--- config.mk ---
export PLATFORM = sky130hd
export DESIGN_NAME = gdr_mul
export DESIGN_NICKNAME = d
export VERILOG_FILES = /design/src/design/gdr_pkg.sv /design/src/design/gdr_mul.sv
export SDC_FILE = /design/constraint.sdc
export NUM_CORES = 2
export LEC_CHECK = 0
export BUFFER_PORTS_ARGS = -buffer_cell sky130_fd_sc_hd__buf_2
export CAP_MARGIN = 0
export CORE_UTILIZATION = 50
export CTS_BUF_LIST = sky130_fd_sc_hd__clkbuf_8
export DETAILED_ROUTE_END_ITERATION = 8
export PLACE_DENSITY = 0.71
export SYNTH_ARGS = -nofsm -noshare
export SYNTH_HDL_FRONTEND = slang
export SYNTH_SLANG_ARGS = --single-unit
export TNS_END_PERCENT = 20
--- constraint.sdc ---
create_clock -name clk -period 11.3 [get_ports clk]
set_input_delay 1.695 -clock clk [delete_from_list [all_inputs] [get_ports clk]]
set_output_delay 1.695 -clock clk [all_outputs]
set_load 0.02 [all_outputs]
--- src/design/gdr_pkg.sv ---
// ----------------------------------------------------------------------------
// gdr_pkg
// Shared types, constants and saturation helper for the gated delta-rule
// state update block.
// ----------------------------------------------------------------------------
package gdr_pkg;

  localparam int FRAC_BITS = 16;
  localparam int PROD_W    = 64;               // product register width
  localparam int RND_W     = PROD_W - FRAC_BITS; // rounded product width
  localparam int ACC_W     = 56;               // dot accumulator, up to 256 terms
  localparam logic [16:0] GATE_ONE = 17'h10000;
  localparam logic [7:0]  KLEN_RESET = 8'd128;

  typedef struct packed {
    logic              op;
    logic [1:0]        head;
    logic [6:0]        position;
    logic signed [31:0] query_value;
    logic signed [31:0] key_value;
    logic signed [31:0] value_element;
    logic [16:0]       decay;
    logic [16:0]       rate;
  } in_word_t;

  typedef struct packed {
    logic [1:0]        out_head;
    logic [6:0]        out_row;
    logic signed [31:0] out_value;
  } out_word_t;

  typedef enum logic [3:0] {
    S_CLEAR,
    S_IDLE,
    S_A_RD,
    S_A_MUL,
    S_A_SAT,
    S_A_MULK,
    S_A_ACC,
    S_DLT,
    S_DLT_MUL,
    S_DLT_SAT,
    S_B_RD,
    S_B_MUL,
    S_B_SUM,
    S_B_MULQ,
    S_B_ACC,
    S_OUT
  } seq_state_t;

  function automatic logic signed [31:0] sat32(input logic signed [63:0] x);
    logic signed [31:0] r;
    if (x > 64'sd2147483647) begin
      r = 32'sh7FFFFFFF;
    end else if (x < -64'sd2147483648) begin
      r = 32'sh80000000;
    end else begin
      r = x[31:0];
    end
    return r;
  endfunction

endpackage

--- src/design/gdr_mul.sv ---
// ----------------------------------------------------------------------------
// gdr_mul
// Shared signed multiplier with registered product and Q16 round-to-nearest
// (ties up) of the registered product.
// ----------------------------------------------------------------------------
module gdr_mul (
  input  logic                                clk,
  input  logic signed [32:0]                  mul_a,
  input  logic signed [32:0]                  mul_b,
  output logic signed [gdr_pkg::RND_W-1:0]    mul_rnd
);
  import gdr_pkg::*;

  logic signed [65:0]       full;
  logic signed [PROD_W-1:0] prod_r;
  logic signed [PROD_W-1:0] half_sum;

  // operand magnitudes keep the product within 2^62, so 64 bits are exact
  assign full = mul_a * mul_b;

  always_ff @(posedge clk) begin
    prod_r <= $signed(full[PROD_W-1:0]);
  end

  // add half, then floor shift
  assign half_sum = prod_r + $signed(PROD_W'(1) << (FRAC_BITS - 1));
  assign mul_rnd  = $signed(half_sum[PROD_W-1:FRAC_BITS]);

endmodule

Word level (Yosys, flattened, before mapping) --
Cells that the tools add are included.
Operators by class: add/sub/neg operators 1, multiply operators 1
Operators with widths (number):
- adder 64 x 17 -> 64 bit (second input constant) | 1
- multiplier 33 x 33 -> 64 bit | 1
Word-level totals: register bits after elaboration 64, output and inout bits 48, bits of input ports 67, logic and storage cells 3

Longest topological paths before layout --
depth after elaboration 1, depth in mapped cells 29, depth with buffers taken out 27

Worst setup path before layout --
Ideal clock, no wire load.
kind input to register, start point input port mul_a[32], end point register prod_r[61], slack 2.260 ns, library setup time 0.122 ns, data required time 11.178 ns, buffers on the path 1, arrival time 8.918 ns, stages on the path 25, cell sequence clkbuf_1 > nand2_1 > inv_1 > fa_1 > fa_1 > fa_1 > inv_1 > fa_1 > inv_1 > fa_1 > fa_1 > fa_1 > inv_1 > fa_1 > inv_1 > ha_1 > a21o_1 > a21o_1 > a21o_1 > a21oi_1 > o21ai_1 > a21o_1 > a21oi_1 > o22ai_1 > o311a_1
On the way: longest elaborated chain between the ends 1
Ends and longest elaborated chain:
- start: declaration | RTL line gdr_mul.sv:8 | input logic signed [32:0] mul_a,
- multiplier 33 x 33 -> 64 bit | RTL line gdr_mul.sv:19 | assign full = mul_a * mul_b;
- net full[61] | RTL line gdr_mul.sv:14 | logic signed [65:0] full;
- end signal: assignment | RTL line gdr_mul.sv:22 | prod_r <= $signed(full[PROD_W-1:0]);
- end: declaration | RTL line gdr_mul.sv:15 | logic signed [PROD_W-1:0] prod_r;
The timed path passes the listed nets, and every way through them passes these cells.

Worst setup path after layout --
Same ends and word-level chain as after synthesis.

==> key figures <==
Status
  • Run status: completed

Detailed routing
  • Routed vias/inst: ~5.4
  • Antenna viol nets, final: 0
  • Detailed-route via count: between 20000 and 30000
  • # DRC: 0
  • Pre-Repair DR Iteration Count: 6
  • WL/cell: 20.64 um
  • 1st-iter DRT viols: 1740
  • Routed WL: about 110000 um

Clocking
  • Setup Fix Bufs, Post-CTS: 0
  • CTS sink cnt: 49
  • Clock root cell: clkbuf_8
  • CTS clk-pin slew, worst paths: about 0.12 ns
  • H-tree Lvls: 2
  • Hold_buf cts: 0
  • CTS tree: done
  • Max Buffers Root-to-Sink: 2
  • CTS Buf Count: 5
  • Resized Gates After CTS: 0

Timing
  • Max-slew violation count: 0
  • Fin. Hold Viols: 0
  • Tmin final: 9.614 ns
  • Final worst slack: 1.686 ns
  • Worst slew pin tran: about 1.1 ns
  • Slew margin rel.: 0.2800
  • Endpoints failing setup: 0
  • Fin Setup TNS: 0 ns
  • Final critical-path share of the clock period: 0.8508
  • Maximum clock rate: 104.0 MHz
  • RSZ-0062 raised after global routing: false

Finish
  • Max reg flops: 49
  • Area Growth Syn to Fin: 3.642%
  • Largest regs: prod_r x49
  • Top reg by flops: prod_r
  • Final net count: 5548
  • Fraction of layout cells with a size suffix above 1: 0.03976
  • Most common cell after layout, fill and taps aside: fa_1
  • Fill count: roughly 7000
  • Most frequent cells in the layout: fa_1 (1124), inv_1 (1075), nand2_1 (563), and2_1 (540), ha_1 (208)
  • Area of the multi-input gates: 33650 um^2
  • Register Area: 980.9 um^2

Yosys
  • Mapped Nets: 5605
  • Async set-reset flop share out of synthesis: 0
  • Mapped cell area: 39440 um^2
  • Synthesis Warnings: 0
  • Unique masters post-synth: 63
  • Synth Register Bits: 49
  • Ys flop type: dfxtp_1
  • Cells after Synth: roughly 4200
  • Syn avg cell area: approximately 9.4 um^2
  • Post-synthesis sequential area ratio: 0.02487
  • Post-synth EDFFs: 0

Place
  • IO buf count: 114
  • Dpl ws: roughly 1.3 ns
  • GP Congestion: 0.9328
  • Dpl hpwl: 83530 um

Worst setup path
  • CP arrival: around 9.9 ns
  • Type of the worst setup path: in -> reg
  • Max FO, Critical Path: 32
  • Endpoint type of the worst setup path: register
  • Critical path required time: around 12 ns
  • Crit start category: primary input

Worst hold path
  • Hold Path Class: in -> reg
  • Hold Path Depth: 6
  • Worst hold endpoint: prod_r[63]
  • Hold Startpoint: mul_a[32]

Global routing
  • Gr usage total: 0.2872
  • Vias in the first global route: 30810
  • Total grt overflow: 0
  • Largest net degree at the start of global routing: 35
  • Initial antenna violation count: 8
  • Global-route wire length before repair: 172100 um

Floorplan
  • I/O pins: 115
  • Die area: 80000 um^2
  • DIE WIDTH: 282.8 um
  • Core area: 77720 um^2
  • Num rows: 102
  • Initial Utilization: 0.5074
  • Die H: 282.8 um

Run
  • Max-cap viol count: 0
[routing by layer]
layer / global-route usage / up-vias / share of wire
li1: - / 11810 / -
met1: 0.3711 / 14580 / 0.37
met2: 0.4771 / 1262 / 0.49
met3: 0.04545 / 280 / 0.086
met4: 0.1308 / 2 / 0.052
met5: 0 / - / 0.00011
[logic make-up (layout without fill, tap and decap cells)]
| logic type | count (synthesis) | count (layout) | share of synthesized area |
|---|---|---|---|
| AND/OR/NAND/NOR | 1257 | 1257 | 0.1614 |
| other | 0 | 6 | 0 |
| adder cells (fa/ha/maj) | 1332 | 1332 | 0.6366 |
| AO/OA/AOI/OAI | 172 | 172 | 0.02938 |
| flip-flops | 49 | 49 | 0.02487 |
| XOR/XNOR | 116 | 116 | 0.02576 |
| buffers and inverters | 1279 | 1223 | 0.1217 |
| multiplexers | 1 | 1 | 0.0002538 |
[cell type report]
type / count / area share
inverter: 1075 / 0.09872
sequential: 49 / 0.02400
timing repair buffer: 140 / 0.01873
antenna: 6 / 0.0003673
clock inverter: 2 / 0.0009184
tap: 1040 / 0.03184
clock buffer: 6 / 0.002020
multi-input combinational: 2878 / 0.8234
[critical path: stages]
cell	delay, ns
buf_2	0.53
nand2_1	0.20
inv_1	0.17
fa_1	0.50
fa_1	0.57
fa_1	0.57
buf_4	0.28
inv_1	0.16
fa_1	0.84
inv_1	0.37
fa_1	0.56
fa_1	0.52
fa_1	0.49
inv_1	0.05
fa_1	0.48
inv_1	0.04
ha_1	0.32
a21o_1	0.21
a21o_1	0.18
a21o_1	0.18
a21oi_1	0.16
o21ai_1	0.08
a21o_1	0.17
a21oi_1	0.17
o22ai_1	0.10
o311a_1	0.30
[cell usage after synthesis (all sizes together) (28+ instances only)]
cell	n	area, um^2
and2	540	3378
ha	208	2603
nand2	564	2120
a21o	31	234.0
fa	1124	22500
nor2b	28	175.2
o21ai	29	156.4
a21oi	53	269.0
xnor2	80	700.7
inv	1075	4035
xor2	36	315.3
dfxtp	49	980.9
nor2	35	133.9
clkbuf	203	762.0
[how the worst max path moves through the flow]
stage | startpoint | end | slack, ns
2_1_floorplan | mul_a[32] | prod_r[61] | 2.26
3_3_place_gp | mul_a[32] | prod_r[61] | 1.38
3_5_place_dp | mul_a[32] | prod_r[61] | 1.31
4_1_cts | mul_a[32] | prod_r[61] | 1.70
5_1_grt | mul_a[32] | prod_r[61] | 1.38
6_report | mul_a[32] | prod_r[61] | 1.69
[metrics by stage]
stage	util	std cells	hold slack (ns)	cell area [um^2]
CTS	0.5257	5190	2.356	40860
finish	0.5259	5196	2.360	40870
global placement	0.5241	5182	2.235	40740
detailed placement	0.5241	5182	2.227	40740
floorplan	-	4206	2.137	39440
global route	0.5258	5194	2.441	40870
Power is left out: the tool's default activity adds up to more than one toggle a clock period on the data nets, which glitch-free logic cannot reach.
